==> src/rtl/three_queue_phased_task_dispatcher_macros.svh <==
// Assertion macros for the three-queue phased task dispatcher.
`ifndef THREE_QUEUE_PHASED_TASK_DISPATCHER_MACROS_SVH
`define THREE_QUEUE_PHASED_TASK_DISPATCHER_MACROS_SVH

`ifndef SYNTHESIS

// Same-cycle implication, held off while reset is asserted.
`define TQD_ASSERT_IMPLY(label, clk, rst_n, ante, cons) \
    label: assert property (@(posedge clk) disable iff (!(rst_n)) (ante) |-> (cons)) \
        else $error("dispatcher check failed: same-cycle rule");

// Next-cycle implication, held off while reset is asserted.
`define TQD_ASSERT_NEXT(label, clk, rst_n, ante, cons) \
    label: assert property (@(posedge clk) disable iff (!(rst_n)) (ante) |=> (cons)) \
        else $error("dispatcher check failed: next-cycle rule");

`else

`define TQD_ASSERT_IMPLY(label, clk, rst_n, ante, cons)
`define TQD_ASSERT_NEXT(label, clk, rst_n, ante, cons)

`endif

`endif

==> src/rtl/tqd_pkg.sv <==
// Shared types and constants for the three-queue phased task dispatcher.
package tqd_pkg;

    localparam int ACTION_W = 3;
    localparam int TASK_W   = 8;
    localparam int PHASE_W  = 3;

    localparam logic [ACTION_W-1:0] ACT_PUSH_SLOW   = 3'd0;
    localparam logic [ACTION_W-1:0] ACT_PUSH_MEDIUM = 3'd1;
    localparam logic [ACTION_W-1:0] ACT_PUSH_FAST   = 3'd2;
    localparam logic [ACTION_W-1:0] ACT_PUSH_PAIR   = 3'd3;
    localparam logic [ACTION_W-1:0] ACT_TICK_SLOW   = 3'd4;
    localparam logic [ACTION_W-1:0] ACT_TICK_MEDIUM = 3'd5;
    localparam logic [ACTION_W-1:0] ACT_TICK_FAST   = 3'd6;

    // controller -> datapath
    typedef struct packed {
        logic load_item;    // capture the input transaction
        logic execute;      // decide, first write / pop, phase step
        logic write_second; // second write of a fast pair
        logic load_result;  // move result into the output register
    } t_cmd;

    // datapath -> controller
    typedef struct packed {
        logic pair_go;      // pair push has room, second write needed
    } t_sts;

endpackage

==> src/rtl/tqd_ctrl.sv <==
// Sequencing state machine of the dispatcher: handshakes and datapath commands.
module tqd_ctrl (
    input  logic          i_clk,
    input  logic          i_rst_n,
    input  logic          i_s_tvalid,
    output logic          o_s_tready,
    output logic          o_m_tvalid,
    input  logic          i_m_tready,
    input  tqd_pkg::t_sts i_sts,
    output tqd_pkg::t_cmd o_cmd
);

    localparam logic [1:0] S_IDLE   = 2'd0;
    localparam logic [1:0] S_EXEC   = 2'd1;
    localparam logic [1:0] S_PAIR   = 2'd2;
    localparam logic [1:0] S_RESULT = 2'd3;

    logic [1:0] r_state;
    logic [1:0] n_state;
    logic       r_out_valid;
    logic       n_out_valid;
    logic       out_free;

    assign o_s_tready = (r_state == S_IDLE);
    assign o_m_tvalid = r_out_valid;
    assign out_free   = !r_out_valid || i_m_tready;

    always_comb begin
        n_state     = r_state;
        n_out_valid = r_out_valid && !i_m_tready;
        o_cmd       = '0;
        case (r_state)
            S_IDLE: begin
                if (i_s_tvalid) begin
                    o_cmd.load_item = 1'b1;
                    n_state         = S_EXEC;
                end
            end
            S_EXEC: begin
                o_cmd.execute = 1'b1;
                n_state       = i_sts.pair_go ? S_PAIR : S_RESULT;
            end
            S_PAIR: begin
                o_cmd.write_second = 1'b1;
                n_state            = S_RESULT;
            end
            S_RESULT: begin
                if (out_free) begin
                    o_cmd.load_result = 1'b1;
                    n_out_valid       = 1'b1;
                    n_state           = S_IDLE;
                end
            end
            default: begin
                n_state = S_IDLE;
            end
        endcase
    end

    always_ff @(posedge i_clk) begin
        if (!i_rst_n) begin
            r_state     <= S_IDLE;
            r_out_valid <= 1'b0;
        end else begin
            r_state     <= n_state;
            r_out_valid <= n_out_valid;
        end
    end

endmodule

==> src/rtl/tqd_dp.sv <==
// Dispatcher datapath: three circular queues, phase counters, result register.
module tqd_dp #(
    parameter int SLOW_DEPTH   = 16,
    parameter int MEDIUM_DEPTH = 16,
    parameter int FAST_DEPTH   = 16
) (
    input  logic                        i_clk,
    input  logic                        i_rst_n,
    input  tqd_pkg::t_cmd               i_cmd,
    output tqd_pkg::t_sts               o_sts,
    input  logic [tqd_pkg::ACTION_W-1:0] i_action,
    input  logic [tqd_pkg::TASK_W-1:0]   i_task_req,
    input  logic [tqd_pkg::TASK_W-1:0]   i_second_task,
    output logic                        o_refused,
    output logic                        o_dispatched,
    output logic [tqd_pkg::TASK_W-1:0]   o_dispatched_task
);

    localparam int SW = $clog2(SLOW_DEPTH);
    localparam int MW = $clog2(MEDIUM_DEPTH);
    localparam int FW = $clog2(FAST_DEPTH);

    logic [tqd_pkg::TASK_W-1:0] r_slow_mem   [SLOW_DEPTH];
    logic [tqd_pkg::TASK_W-1:0] r_medium_mem [MEDIUM_DEPTH];
    logic [tqd_pkg::TASK_W-1:0] r_fast_mem   [FAST_DEPTH];

    logic [tqd_pkg::ACTION_W-1:0] r_action;
    logic [tqd_pkg::TASK_W-1:0]   r_task1;
    logic [tqd_pkg::TASK_W-1:0]   r_task2;

    logic [SW-1:0] r_slow_head, r_slow_tail, n_slow_head, n_slow_tail;
    logic [MW-1:0] r_medium_head, r_medium_tail, n_medium_head, n_medium_tail;
    logic [FW-1:0] r_fast_head, r_fast_tail, n_fast_head, n_fast_tail, n_fast_tail2;

    logic [tqd_pkg::PHASE_W-1:0] r_slow_phase, r_medium_phase, r_fast_phase;

    logic [tqd_pkg::TASK_W-1:0] r_slow_rd, r_medium_rd, r_fast_rd;
    logic                       r_refused, r_dispatched;
    logic [tqd_pkg::TASK_W-1:0] r_out_task;
    logic                       r_out_refused, r_out_dispatched;

    logic slow_full, medium_full, fast_full, pair_room;
    logic slow_empty, medium_empty, fast_empty;
    logic is_push_slow, is_push_medium, is_push_fast, is_pair;
    logic is_tick_slow, is_tick_medium, is_tick_fast;
    logic wr_slow, wr_medium, wr_fast;
    logic pop_slow, pop_medium, pop_fast;
    logic n_refused;
    logic [tqd_pkg::TASK_W-1:0] rd_sel;

    // wrap-around successors of each pointer
    assign n_slow_head   = (r_slow_head == SW'(SLOW_DEPTH - 1)) ? '0 : r_slow_head + 1'b1;
    assign n_slow_tail   = (r_slow_tail == SW'(SLOW_DEPTH - 1)) ? '0 : r_slow_tail + 1'b1;
    assign n_medium_head = (r_medium_head == MW'(MEDIUM_DEPTH - 1)) ? '0
                                                                    : r_medium_head + 1'b1;
    assign n_medium_tail = (r_medium_tail == MW'(MEDIUM_DEPTH - 1)) ? '0
                                                                    : r_medium_tail + 1'b1;
    assign n_fast_head   = (r_fast_head == FW'(FAST_DEPTH - 1)) ? '0 : r_fast_head + 1'b1;
    assign n_fast_tail   = (r_fast_tail == FW'(FAST_DEPTH - 1)) ? '0 : r_fast_tail + 1'b1;
    assign n_fast_tail2  = (n_fast_tail == FW'(FAST_DEPTH - 1)) ? '0 : n_fast_tail + 1'b1;

    // one slot always kept empty
    assign slow_full    = (n_slow_tail == r_slow_head);
    assign medium_full  = (n_medium_tail == r_medium_head);
    assign fast_full    = (n_fast_tail == r_fast_head);
    assign pair_room    = !fast_full && (n_fast_tail2 != r_fast_head);
    assign slow_empty   = (r_slow_head == r_slow_tail);
    assign medium_empty = (r_medium_head == r_medium_tail);
    assign fast_empty   = (r_fast_head == r_fast_tail);

    assign is_push_slow   = (r_action == tqd_pkg::ACT_PUSH_SLOW);
    assign is_push_medium = (r_action == tqd_pkg::ACT_PUSH_MEDIUM);
    assign is_push_fast   = (r_action == tqd_pkg::ACT_PUSH_FAST);
    assign is_pair        = (r_action == tqd_pkg::ACT_PUSH_PAIR);
    assign is_tick_slow   = (r_action == tqd_pkg::ACT_TICK_SLOW);
    assign is_tick_medium = (r_action == tqd_pkg::ACT_TICK_MEDIUM);
    assign is_tick_fast   = (r_action == tqd_pkg::ACT_TICK_FAST);

    assign wr_slow   = i_cmd.execute && is_push_slow && !slow_full;
    assign wr_medium = i_cmd.execute && is_push_medium && !medium_full;
    assign wr_fast   = (i_cmd.execute && ((is_push_fast && !fast_full) ||
                                          (is_pair && pair_room))) ||
                       i_cmd.write_second;

    // slow/medium fire off phase zero, fast only on phase zero
    assign pop_slow   = i_cmd.execute && is_tick_slow && (r_slow_phase != '0) && !slow_empty;
    assign pop_medium = i_cmd.execute && is_tick_medium && (r_medium_phase != '0)
                        && !medium_empty;
    assign pop_fast   = i_cmd.execute && is_tick_fast && (r_fast_phase == '0) && !fast_empty;

    assign n_refused = (is_push_slow && slow_full) || (is_push_medium && medium_full) ||
                       (is_push_fast && fast_full) || (is_pair && !pair_room);

    assign o_sts.pair_go = is_pair && pair_room;

    always_comb begin
        case (r_action)
            tqd_pkg::ACT_TICK_SLOW:   rd_sel = r_slow_rd;
            tqd_pkg::ACT_TICK_MEDIUM: rd_sel = r_medium_rd;
            default:                  rd_sel = r_fast_rd;
        endcase
    end

    // queue storage
    always_ff @(posedge i_clk) begin
        if (wr_slow) begin
            r_slow_mem[r_slow_tail] <= r_task1;
        end
        if (i_cmd.execute) begin
            r_slow_rd <= r_slow_mem[r_slow_head];
        end
    end

    always_ff @(posedge i_clk) begin
        if (wr_medium) begin
            r_medium_mem[r_medium_tail] <= r_task1;
        end
        if (i_cmd.execute) begin
            r_medium_rd <= r_medium_mem[r_medium_head];
        end
    end

    always_ff @(posedge i_clk) begin
        if (wr_fast) begin
            r_fast_mem[r_fast_tail] <= i_cmd.write_second ? r_task2 : r_task1;
        end
        if (i_cmd.execute) begin
            r_fast_rd <= r_fast_mem[r_fast_head];
        end
    end

    // item capture and result registers
    always_ff @(posedge i_clk) begin
        if (i_cmd.load_item) begin
            r_action <= i_action;
            r_task1  <= i_task_req;
            r_task2  <= i_second_task;
        end
        if (i_cmd.execute) begin
            r_refused    <= n_refused;
            r_dispatched <= pop_slow || pop_medium || pop_fast;
        end
        if (i_cmd.load_result) begin
            r_out_refused    <= r_refused;
            r_out_dispatched <= r_dispatched;
            r_out_task       <= r_dispatched ? rd_sel : '0;
        end
    end

    // pointers and phase counters
    always_ff @(posedge i_clk) begin
        if (!i_rst_n) begin
            r_slow_head    <= '0;
            r_slow_tail    <= '0;
            r_medium_head  <= '0;
            r_medium_tail  <= '0;
            r_fast_head    <= '0;
            r_fast_tail    <= '0;
            r_slow_phase   <= '0;
            r_medium_phase <= '0;
            r_fast_phase   <= '0;
        end else begin
            if (wr_slow)    r_slow_tail   <= n_slow_tail;
            if (wr_medium)  r_medium_tail <= n_medium_tail;
            if (wr_fast)    r_fast_tail   <= n_fast_tail;
            if (pop_slow)   r_slow_head   <= n_slow_head;
            if (pop_medium) r_medium_head <= n_medium_head;
            if (pop_fast)   r_fast_head   <= n_fast_head;
            if (i_cmd.execute && is_tick_slow)   r_slow_phase   <= r_slow_phase + 1'b1;
            if (i_cmd.execute && is_tick_medium) r_medium_phase <= r_medium_phase + 1'b1;
            if (i_cmd.execute && is_tick_fast)   r_fast_phase   <= r_fast_phase + 1'b1;
        end
    end

    assign o_refused         = r_out_refused;
    assign o_dispatched      = r_out_dispatched;
    assign o_dispatched_task = r_out_task;

endmodule

==> src/rtl/three_queue_phased_task_dispatcher.sv <==
// Top level of the three-queue phased task dispatcher.
//
// Input stream (s_axis): one transaction per action. tuser[2:0] carries the
// action (push slow, medium, fast, fast pair, tick slow, medium, fast);
// tdata[7:0] the task number, tdata[15:8] the second task of a fast pair.
// Output stream (m_axis): exactly one result transaction per input.
// tuser[0] = refused, tuser[1] = dispatched, tdata[7:0] = task dispatched
// (zero when none).
// Sequence: an item is taken in the idle state, executed the next cycle
// (decision, first queue write or head read, phase step), a fast pair then
// does its second write in the pair state, then the result is loaded into the
// output register. tready returns the cycle after that load, so a new item is
// taken only once the result of the last one has been loaded.
// A stalled receiver holds the result register; the controller then waits
// with the following result until the register frees, and tready stays low.
// Reset (synchronous, active low) empties all queues and zeroes the phases;
// queue entries themselves are not cleared, nor need to be.
`include "three_queue_phased_task_dispatcher_macros.svh"

module three_queue_phased_task_dispatcher #(
    parameter int SLOW_DEPTH   = 16,
    parameter int MEDIUM_DEPTH = 16,
    parameter int FAST_DEPTH   = 16
) (
    input  logic        i_clk,
    input  logic        i_rst_n,
    input  logic        i_s_axis_tvalid,
    output logic        o_s_axis_tready,
    input  logic [15:0] i_s_axis_tdata,  // [7:0] task_req, [15:8] second_task
    input  logic [2:0]  i_s_axis_tuser,  // [2:0] action
    output logic        o_m_axis_tvalid,
    input  logic        i_m_axis_tready,
    output logic [7:0]  o_m_axis_tdata,  // [7:0] dispatched_task
    output logic [1:0]  o_m_axis_tuser   // [0] refused, [1] dispatched
);

    tqd_pkg::t_cmd cmd;
    tqd_pkg::t_sts sts;
    logic          refused;
    logic          dispatched;
    logic          s_accept;
    logic          m_held;
    logic          m_empty_result;

    tqd_ctrl u_ctrl (
        .i_clk      (i_clk),
        .i_rst_n    (i_rst_n),
        .i_s_tvalid (i_s_axis_tvalid),
        .o_s_tready (o_s_axis_tready),
        .o_m_tvalid (o_m_axis_tvalid),
        .i_m_tready (i_m_axis_tready),
        .i_sts      (sts),
        .o_cmd      (cmd)
    );

    tqd_dp #(
        .SLOW_DEPTH   (SLOW_DEPTH),
        .MEDIUM_DEPTH (MEDIUM_DEPTH),
        .FAST_DEPTH   (FAST_DEPTH)
    ) u_dp (
        .i_clk             (i_clk),
        .i_rst_n           (i_rst_n),
        .i_cmd             (cmd),
        .o_sts             (sts),
        .i_action          (i_s_axis_tuser),
        .i_task_req        (i_s_axis_tdata[7:0]),
        .i_second_task     (i_s_axis_tdata[15:8]),
        .o_refused         (refused),
        .o_dispatched      (dispatched),
        .o_dispatched_task (o_m_axis_tdata)
    );

    assign o_m_axis_tuser = {dispatched, refused};

    // handshake terms for the checks below
    assign s_accept       = i_s_axis_tvalid && o_s_axis_tready;
    assign m_held         = o_m_axis_tvalid && !i_m_axis_tready;
    assign m_empty_result = o_m_axis_tvalid && !dispatched;

    // an accepted transaction is executed on the very next cycle
    `TQD_ASSERT_NEXT(a_accept_then_exec, i_clk, i_rst_n, s_accept, cmd.execute)
    // a new result never overwrites one still waiting on a stalled receiver
    `TQD_ASSERT_IMPLY(a_no_result_overrun, i_clk, i_rst_n, cmd.load_result, !m_held)
    // a transaction is either a push or a tick, never both outcomes
    `TQD_ASSERT_IMPLY(a_flags_exclusive, i_clk, i_rst_n, o_m_axis_tvalid, !(refused && dispatched))
    // task field is zero whenever nothing was dispatched
    `TQD_ASSERT_IMPLY(a_task_zero_idle, i_clk, i_rst_n, m_empty_result, o_m_axis_tdata == 8'd0)

endmodule
==> config.mk <==
export PLATFORM = sky130hd
export DESIGN_NAME = three_queue_phased_task_dispatcher
export DESIGN_NICKNAME = d
export VERILOG_FILES = /design/src/rtl/tqd_pkg.sv /design/src/rtl/tqd_ctrl.sv /design/src/rtl/tqd_dp.sv /design/src/rtl/three_queue_phased_task_dispatcher.sv
export VERILOG_INCLUDE_DIRS = /design/src /design/src/rtl
export SDC_FILE = /design/constraint.sdc
export NUM_CORES = 1
export LEC_CHECK = 0
export ABC_AREA = 1
export BUFFER_PORTS_ARGS = -buffer_cell sky130_fd_sc_hd__buf_2
export CELL_PAD_IN_SITES_DETAIL_PLACEMENT = 1
export CELL_PAD_IN_SITES_GLOBAL_PLACEMENT = 2
export CORE_ASPECT_RATIO = 1.75
export CORE_UTILIZATION = 30
export DETAILED_ROUTE_END_ITERATION = 10
export GPL_TIMING_DRIVEN = 0
export PLACE_DENSITY_LB_ADDON = 0.1
export SLEW_MARGIN = 20
export SYNTH_ARGS = -nofsm -noshare
export SYNTH_HDL_FRONTEND = slang
export SYNTH_SLANG_ARGS = --single-unit
==> constraint.sdc <==
create_clock -name i_clk -period 3.3 [get_ports i_clk]
set_clock_uncertainty 0.1 [all_clocks]
set_input_delay 0.33 -clock i_clk [delete_from_list [all_inputs] [get_ports i_clk]]
set_output_delay 0.33 -clock i_clk [all_outputs]
set_load 0.02 [all_outputs]
After elaboration in Yosys (flattened, before gate mapping)

Memories as Yosys holds them, arrays and structs flattened. A register that Yosys moved wholly into a read port is not among the register bits.
Index checks and enable logic that the tools add are counted.

Add/sub/neg operators: 10
Multipliers: 0
Div/mod/pow operators: 0
Order comparisons: 0
Eq/ne operators: 25
Shift operators: 0
Muxes and demuxes: 27
Bitwise operators: 0
Reduce and logical (&&, ||, !) cells: 45

Operator list:

| operator                                               | number |
|---|---|
| adder 4 x 1 -> 4 bit (second input constant)           | 7 |
| == test 4 bit (second input constant)                  | 7 |
| 2-to-1 mux 4 bit                                       | 7 |
| == test 4 bit                                          | 6 |
| logical AND 1 bit                                      | 22 |
| case mux 8 bit (2 select lines)                        | 1 |
| 2-to-1 mux 1 bit                                       | 15 |
| adder 3 x 1 -> 3 bit (second input constant)           | 3 |
| == test 3 bit (second input constant)                  | 3 |
| logical NOT 1 bit                                      | 9 |
| logical OR 1 bit                                       | 8 |
| 2-to-1 mux 8 bit                                       | 1 |
| case mux 2 bit (4 select lines)                        | 1 |
| == test 3 x 2 -> 1 bit (second input constant)         | 2 |
| logical NOT 3 bit                                      | 2 |
| nonzero test 3 bit                                     | 2 |
| == test 2 bit (second input constant)                  | 2 |
| 2-to-1 mux 2 bit                                       | 2 |
| inequality test 4 bit                                  | 1 |
| == test 3 x 1 -> 1 bit (second input constant)         | 1 |
| == test 2 x 1 -> 1 bit (second input constant)         | 1 |
| logical NOT 2 bit                                      | 1 |
| inequality test 2 x 1 -> 1 bit (second input constant) | 1 |
| inequality test 2 bit (second input constant)          | 1 |
| AND reduction 2 bit                                    | 1 |

Register bits: 67
Bits in latches: 0
RAM bits: 384
ROM bits: 0
Input bits: 23
Output and inout bits: 12
Logic and storage cells: 129
Memories: 3

Memory list:

| name              | words | bits a word | read ports | clocked after memory_dff | wr ports | line         | source |
|---|---|---|---|---|---|---|---|
| u_dp.r_fast_mem   | 16    | 8           | 1          | 1                        | 1        | tqd_dp.sv:25 | `logic [tqd_pkg::TASK_W-1:0] r_fast_mem [FAST_DEPTH];` |
| u_dp.r_medium_mem | 16    | 8           | 1          | 1                        | 1        | tqd_dp.sv:24 | `logic [tqd_pkg::TASK_W-1:0] r_medium_mem [MEDIUM_DEPTH];` |
| u_dp.r_slow_mem   | 16    | 8           | 1          | 1                        | 1        | tqd_dp.sv:23 | `logic [tqd_pkg::TASK_W-1:0] r_slow_mem [SLOW_DEPTH];` |

Longest topological paths before layout

Gate-level depths: netlist of run 1.

Word-level depth: 12
Mapped depth: 17
Depth with buffers taken out: 17

Hierarchy

A second synthesis of run 1 with hierarchy kept.

Cells, all modules: 1604
Area total of the unflattened synthesis: 19578.8 um^2

Modules (own cells, without submodules):

| module                             | instances | cells an instance | area an instance (um^2) | sequential area each (um^2) |
|---|---|---|---|---|
| tqd_dp                             | 1         | 1571              | 19337.3                 | 13843.3 |
| tqd_ctrl                           | 1         | 31                | 226.5                   | 60.1 |
| three_queue_phased_task_dispatcher | 1         | 2                 | 15.0                    | 0.0 |

Worst setup path after synthesis of run 1

Ideal clock, no wire load.

Kind: register -> register
From: reg u_ctrl.r_state[1]
To: mem u_dp.r_slow_mem[13][0] in the netlist's numbering, enable pin
Library setup time: 0.383 ns
Arrival: 2.477 ns
Required time: 2.817 ns
Setup slack: 0.340 ns
Stages on the path, launching flop included: 8
Path buffers: 1
Clock period less this slack: 2.960 ns
Cells stage by stage: dfxtp_1 -> inv_1 -> ha_1 -> inv_1 -> nor2_1 -> nand2_2 -> buf_4 -> nor3_1

Longest elaborated chain between the ends: 6

Ends and longest elaborated chain:

| what                                   | line           | source |
|---|---|---|
| from (decl)                            | tqd_ctrl.sv:18 | `logic [1:0] r_state;` |
| from (signal assigned)                 | tqd_ctrl.sv:65 | `r_state <= n_state;` |
| == test 2 x 1 -> 1 bit                 | tqd_ctrl.sv:32 | `case (r_state)` |
| 2-to-1 mux 1 bit                       | tqd_ctrl.sv:32 |  |
| logical AND 1 bit (2 in a row)         | tqd_dp.sv:79   | `assign wr_slow = i_cmd.execute && is_push_slow && !slow_full;` |
| 2-to-1 mux 1 bit                       | tqd_dp.sv:106  | `if (wr_slow) begin` |
| 2-to-1 mux 1 bit (implied by the code) | tqd_dp.sv:107  | `r_slow_mem[r_slow_tail] <= r_task1;` |
| to (decl)                              | tqd_dp.sv:23   |  |

Every way passes these cells.

Worst setup path after layout of run 1

From: reg u_dp.r_medium_tail[0]
To: mem u_dp.r_medium_mem[9][7] in the netlist's numbering, enable pin

Longest elaborated chain between the ends: 7
Elaborated cells between the ends (all ways): 8
Classes of those cells: 1 x add/sub; 2 x eq/ne; 3 x mux; 2 x reduce/logical

Ends and longest elaborated chain:

| what                                                         | line                       | source |
|---|---|---|
| from (decl)                                                  | tqd_dp.sv:32               | `logic [MW-1:0] r_medium_head, r_medium_tail, n_medium_head, n_medium_tail;` |
| from (signal assigned)                                       | tqd_dp.sv:164              | `if (wr_medium) r_medium_tail <= n_medium_tail;` |
| adder 4 x 1 -> 4 bit / == test 4 bit (equally long branches) | tqd_dp.sv:57, tqd_dp.sv:56 |  |
| 2-to-1 mux 4 bit                                             | tqd_dp.sv:56               | `assign n_medium_tail = (r_medium_tail == MW'(MEDIUM_DEPTH - 1)) ? '0` |
| == test 4 bit                                                | tqd_dp.sv:64               | `assign medium_full = (n_medium_tail == r_medium_head);` |
| logical NOT 1 bit                                            | tqd_dp.sv:80               | `assign wr_medium = i_cmd.execute && is_push_medium && !medium_full;` |
| logical AND 1 bit                                            | tqd_dp.sv:80               |  |
| 2-to-1 mux 1 bit                                             | tqd_dp.sv:115              | `if (wr_medium) begin` |
| 2-to-1 mux 1 bit (implied by the code)                       | tqd_dp.sv:116              | `r_medium_mem[r_medium_tail] <= r_task1;` |
| to (decl)                                                    | tqd_dp.sv:24               |  |

Several ways; a longest one is shown, not always the timed one.

==> results of run 1 <==
==> layer usage <==
layer / GRT usage [%] / up-vias / wire length (um)
li1: - / 5905 / -
met1: 19.8 / 6208 / 23000
met2: 35.3 / 127 / 33100
met3: 1.93 / 81 / 1170
met4: 7.19 / 2 / 2180
met5: 0 / - / 14
==> Yosys cell counts, drive strengths merged (16+ instances only) <==
cell | count | share of area (%)
dfxtp | 36 | 3.7
mux2i | 41 | 2.1
o32ai | 55 | 2.5
nor2 | 271 | 5.2
xor2 | 16 | 0.72
o21ai | 119 | 3.0
ha | 27 | 1.7
nand3 | 89 | 2.3
o221ai | 41 | 1.8
inv | 61 | 1.2
nand2 | 177 | 3.5
nor3 | 19 | 0.49
a21oi | 32 | 0.82
buf | 27 | 0.76
clkbuf | 56 | 1.1
edfxtp | 439 | 67
==> kinds of logic after synthesis <==
group	synth area share [%]
fa+ha+maj	1.73
flops	71.2
buf+inv	3.16
mux	2.10
xor+xnor	1.26
simple gates	11.8
compound gates	8.84
==> registers in the layout, indices dropped and copies added (netlist names), 4 cells and up <==
signal,count
u_dp.o_dispatched_task,8
u_dp.r_fast_head,4
u_dp.r_fast_mem,128
u_dp.r_fast_rd,8
u_dp.r_fast_tail,4
u_dp.r_medium_head,4
u_dp.r_medium_mem,128
u_dp.r_medium_rd,8
u_dp.r_medium_tail,4
u_dp.r_slow_head,4
u_dp.r_slow_mem,128
u_dp.r_slow_rd,8
u_dp.r_slow_tail,4
u_dp.r_task1,8
u_dp.r_task2,8
==> how the worst max path moves through the flow <==
stage | start | endpoint | slack (ns)
detailed placement | u_dp.r_fast_tail[0]$_SDFFE_PN0P_ | u_dp.r_fast_mem[13][3]$_DFFE_PP_ | -0.45
finish | u_dp.r_medium_tail[0]$_SDFFE_PN0P_ | u_dp.r_medium_mem[9][7]$_DFFE_PP_ | 0.17
floorplan | u_ctrl.r_state[1]$_SDFFE_PN0P_ | u_dp.r_slow_mem[13][0]$_DFFE_PP_ | 0.34
CTS | u_dp.r_fast_tail[0]$_SDFFE_PN0P_ | u_dp.r_fast_mem[2][6]$_DFFE_PP_ | -0.02
global placement | u_ctrl.r_state[1]$_SDFFE_PN0P_ | u_dp.r_slow_mem[5][7]$_DFFE_PP_ | -0.90
global route | u_dp.r_medium_tail[0]$_SDFFE_PN0P_ | u_dp.r_medium_mem[9][7]$_DFFE_PP_ | -0.16
==> power by group through the flow <==
stage          sequential, W  combinational, W  clock [W]
6_report             0.00757           0.00227    0.00551
3_5_place_dp         0.00771           0.00224          0
2_1_floorplan        0.00769           0.00113          0
5_1_grt              0.00761           0.00252    0.00585
4_1_cts              0.00758           0.00233    0.00566
3_3_place_gp         0.00792           0.00185          0
==> stage by stage <==
stage	instances	setup WS, ns	area (um^2)	TNS (ns)
2_1_floorplan	1549	0.340	19500	0
3_3_place_gp	2394	-0.896	20700	-225.39
5_1_grt	2526	-0.159	23100	-3.20
3_5_place_dp	2416	-0.447	21100	-38.10
6_report	2526	0.170	23100	0
4_1_cts	2522	-0.0203	23000	-0.276
==> layout make-up <==
class / count / area (um^2)
fill: 6876 / 41200
timing repair buffer: 80 / 753
inverter: 68 / 258
multi-input combinational: 923 / 5250
clock buffer: 60 / 1270
clock inverter: 25 / 287
sequential: 475 / 13900
buffer: 83 / 359
tap: 812 / 1020
==> tightest hold or removal path, stage by stage <==
cell     delay, ns
buf_2         0.09
o21ai_0       0.12
a21oi_1       0.16
==> repair_timing <==
item / 4_1_cts / 5_1_grt
resized for setup: 27 / 16
setup endpoints to repair: 133 / 192
hold endpoints to repair: 20 / 0
pin swaps: 1 / 4
hold buffers: 20 / 0
setup buffers: 1 / 4
==> parameters.txt, run 1 <==
Parameter                              Value

Timing
  Tcrit/Tclk final    94.9%
  Final hold violation count    0
  Max Clock Freq    roughly 320 MHz
  Final number of max-transition violations    0
  Shortest clock period the worst path allows after layout    3.13 ns
  WHS    around 0.066 ns
  Headroom to the max-slew limit    around a third
  Slew at the pin closest to its max-slew limit    0.983 ns
  Number of setup violations in the final report    0
  Unrepaired setup endpoints after global routing    yes

Logic synthesis
  Most frequently used flop master after synthesis    edfxtp_1
  Register area share after synthesis    a little under three quarters
  Synth Register Bits    around 480
  Synth warnings    0
  Count of flip-flops with a built-in enable after synthesis    439
  Mapped Cells    1549
  Library cells used by synthesis    36
  Syn_area_per_cell    approximately 13 um^2
  Async set-or-reset flop fraction in the synthesized netlist    0%
  Number of nets produced by synthesis    ~1600
  Post-synthesis instance area    ~20000 um^2

CTS
  CTS tree    done
  Clock slew seen by the registers of the worst setup and hold paths    about 0.070 ns
  Clock buffers created by TritonCTS    46
  Max clock buf depth    3
  Clock root buffer    clkbuf_16
  CTS HTree Levels    2
  Later-pin clock latency in the skew report    0.57 ns
  Total number of clock tree sinks    between 400 and 500

Placed design
  Count of input and output buffers    33
  Detailed placer's ending HPWL    43700 um
  Global placement routability congestion    between 0.8 and 0.9

Setup path
  R2r worst-path depth    9
  Slack of the worst reg-to-reg path    around 0.17 ns
  Number of logic stages on the critical path including buffering    9
  Arrival @ worst endpoint    ~3.2 ns
  Worst reg2reg endpoint    u_dp.r_medium_mem[9][7]$_DFFE_PP_
  Required arrival time at the worst endpoint    between 3 and 4 ns
  Startpoint of the worst register-to-register path    u_dp.r_medium_tail[0]$_SDFFE_PN0P_
  Critical path buffers and inverters    1
  Largest delay share family, worst path    simple AND/OR/NAND/NOR gates
  Worst Path Max Fanout    8
  Max stage delay cell, worst path    nor2_1
  Startpoint class of the critical path    register
  Slowest cell delay on critical path    roughly 0.64 ns
  Sort of element at the end of the critical path    register
  Worst Path Class, Setup    reg2reg
  Cells along the critical path    ha_1 -> xor2_1 -> xor2_1 -> nor2_1 -> nand4_1 -> nand2_2 -> inv_1 -> nand2_1 -> nor2_1

Final layout
  Commonest cells after routing, fill and taps aside    edfxtp_1 (439), nor2_1 (248), nand2_1 (169), o21ai_0 (118), nand3_1 (88)
  Layout overhead on the synthesized area    18.2%
  Share of cells above drive strength 1    between 10% and 20%
  Final net count    1727
  Number of antenna cells inserted    0
  Leading cell type in the layout, fill and taps excluded    edfxtp_1
  Core Util, Final    between 30% and 40%

Power
  Power Dens Cells    665 nW/um^2
  PnR Total Power    between 0.015 and 0.02 W
  Switching part of the total    ~27%
  Lkg Pwr    7.57 nW
  Comb power frac    between 10% and 20%
  Clock power share    35.9%
  Maximum vdd ir drop    0.340 mV
  Flop pwr share    between 40% and 50%
  Switching component of the power    about 0.0042 W
  Internal cell power    approximately 0.011 W

Drt
  Via-to-Cell Ratio    4.88
  Via Count    between 10000 and 15000
  Post-route DRC    0
  Antenna-violating nets left    0
  Final routed wire length divided by cell count    approximately 24 um
  Drt first-iter violations    498
  1st-pass router iterations    4
  Routed WL    approximately 60000 um

Floorplan
  Die W    195 um
  Vert. Die Dim    about 340 um
  Standard-cell rows    between 100 and 150
  Number of placed I/O pins    35
  Floorplan die area    around 66000 um^2
  Starting density of the core    about 30%
  Core region area    64300 um^2

GRT
  Number of antenna violations at the first check in global routing    1
  Total congestion overflow after global routing    0
  GRT Total Usage    18.2%
  Largest net degree at the start of global routing    29
  First-pass GRT wire length    roughly 90000 um
  Number of global-route vias before repair    13400

Worst hold path
  Hold_sp    i_s_axis_tvalid
  End of the worst hold path    u_ctrl.r_state[1]$_SDFFE_PN0P_
  Instance count along the most critical hold path    3
  Classification of the worst-slack hold path    in2reg

Run status
  Run status    finished clean

Flow run
  Max-cap check violation count    0
(Power assumes the default switching activity.)
==> run 2, diff against run 1 <==
--- a/config.mk
+++ b/config.mk
@@ -6,7 +6,7 @@
 export SDC_FILE = /design/constraint.sdc
 export NUM_CORES = 1
 export LEC_CHECK = 0
-export ABC_AREA = 1
+export ABC_AREA = 0
 export BUFFER_PORTS_ARGS = -buffer_cell sky130_fd_sc_hd__buf_2
 export CELL_PAD_IN_SITES_DETAIL_PLACEMENT = 1
 export CELL_PAD_IN_SITES_GLOBAL_PLACEMENT = 2
==> parameters.txt, run 2 <==
Parameter                              Value

Logic synthesis
  Library cells used by synthesis    61 (+69%)
  Cell with the most instances after synthesis    edfxtp_1
  Syn_area_per_cell    19.3 um^2 (+53%)
  Most used standard cells in the synthesized netlist    edfxtp_1 (439), mux4_2 (120), nand2_1 (44)
  Synth warnings    0 (unchanged)
  Mapped Cells    1001 (-35%)
  Async set-or-reset flop fraction in the synthesized netlist    0% (unchanged)
  Top post-synthesis cells by area    edfxtp_1 (68%), mux4_2 (14%), dfxtp_1 (3.7%), ha_1 (1.7%), mux2i_1 (1.2%)
  Count of flip-flops with a built-in enable after synthesis    439 (unchanged)
  Number of nets produced by synthesis    1051 (-34%)
  Register area share after synthesis    72.0% (+0.79 points)
  Cell taking the most area after synthesis    edfxtp_1
  Most frequently used flop master after synthesis    edfxtp_1
  Post-synthesis instance area    19300 um^2 (-1.1%)
  Area fraction of the dominant cell type after synthesis    68.2% (+0.75 points)
  Synth Register Bits    475 (unchanged)

CTS
  CTS HTree Levels    2 (unchanged)
  Later-pin clock latency in the skew report    0.58 ns (about the same)
  Clock root buffer    clkbuf_16
  Clock slew seen by the registers of the worst setup and hold paths    0.06 ns (about the same)
  Total number of clock tree sinks    475 (unchanged)
  CTS tree    done
  Clock buffers created by TritonCTS    47 (+2.2%)
  Max clock buf depth    3 (unchanged)

Drt
  Antenna-violating nets left    0 (unchanged)
  Via Count    9640 (-22%)
  Routed WL    52700 um (-11%)
  Post-route DRC    0 (unchanged)
  Via-to-Cell Ratio    4.83 (-0.90%)
  Final routed wire length divided by cell count    26.4 um (+12%)
  Drt first-iter violations    516 (+3.6%)
  1st-pass router iterations    4 (unchanged)

Timing
  Number of setup violations in the final report    0 (unchanged)
  WHS    0.141 ns (+0.0750 ns)
  Unrepaired setup endpoints after global routing    yes
  Tcrit/Tclk final    96.0% (+1.2 points)
  Shortest clock period the worst path allows after layout    3.17 ns (+0.0388 ns)
  Headroom to the max-slew limit    36.3% (+2.1 points)
  Max Clock Freq    316 MHz (-1.2%)
  Final number of max-transition violations    0 (unchanged)
  Setup TNS Final    0 ns (unchanged)
  Final hold violation count    0 (unchanged)
  Slew at the pin closest to its max-slew limit    0.955 ns (-0.0281 ns)
  Post-layout worst setup margin    0.131 ns (-0.0388 ns)

Setup path
  Max stage delay cell, worst path    or3_1
  Worst Path Max Fanout    16 (+8)
  Required arrival time at the worst endpoint    3.49 ns (+0.10 ns)
  Cells along the critical path    inv_1 -> ha_4 -> inv_1 -> or3_1 -> a211oi_4 -> nand2_2 -> nor3_4 -> buf_4
  Most used cell along the critical path    inv_1
  Startpoint class of the critical path    register
  Critical path buffers and inverters    3 (+2)
  Slowest cell delay on critical path    0.46 ns (-0.18 ns)
  Sort of element at the end of the critical path    register
  Arrival @ worst endpoint    3.36 ns (+0.14 ns)
  Worst Path Class, Setup    reg2reg
  Largest delay share family, worst path    simple AND/OR/NAND/NOR gates

Placed design
  Count of input and output buffers    33 (unchanged)
  Post-placement setup slack    -0.872 ns (-0.425 ns)
  Dpl cell area    20800 um^2 (-1.2%)
  Global placement routability congestion    0.719 (-11%)
  Detailed placer's ending HPWL    37400 um (-14%)

Floorplan
  Standard-cell rows    122 (-0.81%)
  Die W    194 um (-0.54%)
  Core region area    63500 um^2 (-1.3%)
  Starting density of the core    30.4% (+0.059 points)
  Number of placed I/O pins    35 (unchanged)
  Floorplan die area    65500 um^2 (-1.1%)
  Vert. Die Dim    338 um (-0.54%)

Run status
  Run status    finished clean

Final layout
  Final net count    1201 (-30%)
  Leading cell type in the layout, fill and taps excluded    edfxtp_1
  Commonest cells after routing, fill and taps aside    edfxtp_1 (439), mux4_2 (120), buf_2 (52), clkbuf_16 (49), nand2_1 (40)
  Top Registers    u_dp.r_fast_mem: 128 flops, u_dp.r_medium_mem: 128 flops, u_dp.r_slow_mem: 128 flops
  Share of cells above drive strength 1    31.0% (+18 points)
  Fin area    23300 um^2 (+0.82%)
  FILL cells    6254 (-9.0%)
  Layout overhead on the synthesized area    20.5%
  Number of antenna cells inserted    0 (unchanged)

GRT
  Largest net degree at the start of global routing    34 (+17%)
  Number of antenna violations at the first check in global routing    0 (-1)
  Total congestion overflow after global routing    0 (unchanged)
  First-pass GRT wire length    76700 um (-13%)
  GRT Total Usage    16.5% (-1.7 points)
  Number of global-route vias before repair    10700 (-20%)

Power
  Lkg Pwr    7.54 nW (-0.40%)
  Maximum vdd ir drop    0.468 mV (+38%)
  Switching component of the power    0.00366 W (-13%)
  Switching part of the total    24.8% (-2.7 points)
  Clock power share    38.2% (+2.3 points)
  Comb power frac    11.6% (-3.2 points)
  Flop pwr share    50.2% (+0.9 points)
  Internal cell power    0.0111 W (-0.42%)
  PnR Total Power    0.0147 W (-4.0%)
  Power Dens Cells    633 nW/um^2 (-4.7%)

Worst hold path
  Classification of the worst-slack hold path    in2reg

Flow run
  Max-cap check violation count    0 (unchanged)
-- run 2: cell count changes after synthesis, sizes merged, moves of 17 or more --
cell / delta
nor2: -239
nand2: -133
mux4: +120
o21ai: -108
nand3: -82
o32ai: -55
o221ai: -41
clkbuf: -32
inv: -30
and3: +18
mux2i: -17
-- run 2: area by class of cell --
cell class	instances	area, um^2	area share (%)
Clock buffer	59	1260	5.43
Inverter	31	116	0.500
Timing Repair Buffer	101	1020	4.40
Sequential cell	475	13900	59.7
Tap cell	806	1010	4.33
Clock inverter	27	327	1.40
Buffer	55	265	1.14
Multi-Input combinational cell	440	5380	23.1
-- run 2: worst register-to-register path, cell delays in order, from the launching register on --
cell      delay (ns)
dfxtp_1         0.35
inv_1           0.13
ha_4            0.35
inv_1           0.14
or3_1           0.46
a211oi_4        0.46
nand2_2         0.25
nor3_4          0.43
buf_4           0.23
-- run 2: final timing paths --
| kind | start | end | slack, ns | depth (start not counted) |
|---|---|---|---|---|
| worst min-delay path | i_s_axis_tvalid | u_ctrl.r_state[1]$_SDFFE_PN0P_ | 0.14 | 4 |
| worst max-delay path | u_ctrl.r_state[1]$_SDFFE_PN0P_ | u_dp.r_slow_mem[0][5]$_DFFE_PP_ | 0.13 | 8 |
| worst min register to register | u_dp.r_refused$_DFFE_PP_ | u_dp.o_refused$_DFFE_PP_ | 0.33 | 0 |
| worst max register to register | u_ctrl.r_state[1]$_SDFFE_PN0P_ | u_dp.r_slow_mem[0][5]$_DFFE_PP_ | 0.13 | 8 |
-- run 2: timing repair --
action | in CTS | in global routing
pin swaps | 15 | 3
resized for setup | 28 | 23
setup endpoints to repair | 263 | 241
setup buffers | 20 | 6
hold buffers | 20 | 0
hold endpoints to repair | 20 | 0
-- run 2: layer usage --
layer / share of wire, % / global-route usage (%) / wire [um]
met5: 0 / 0 / 0
met4: 3.1 / 5.76 / 1620
met2: 57 / 33.0 / 30300
met1: 37 / 17.5 / 19500
met3: 2.6 / 1.89 / 1360
-- run 2: power groups by stage --
stage	Clock, W	Combinational [W]	Sequential (W)
floorplan	0	0.000813	0.00749
global placement	0	0.00132	0.00767
detailed placement	0	0.00156	0.00755
CTS	0.00583	0.00168	0.00743
global route	0.00599	0.00188	0.00743
finish	0.00563	0.00172	0.00740
-- run 2: per-stage QoR --
step	utilization, %	std cells
5_1_grt	36.7	1994
2_1_floorplan	-	1001
3_3_place_gp	32.3	1840
4_1_cts	36.4	1987
3_5_place_dp	32.8	1861
6_report	36.7	1994
-- run 2: cells by family (layout without fill, tap and decap cells) --
group	count (synthesis)	count (layout)	synth area share (%)
adders and majority gates	27	27	1.75
AOI/OAI and AO/OA	64	64	2.43
muxes	152	152	15.7
DFF	475	475	72.0
xor gates and xnor gates	33	33	1.57
and+or+nand+nor	164	164	4.68
buffers and inverters	86	273	1.93
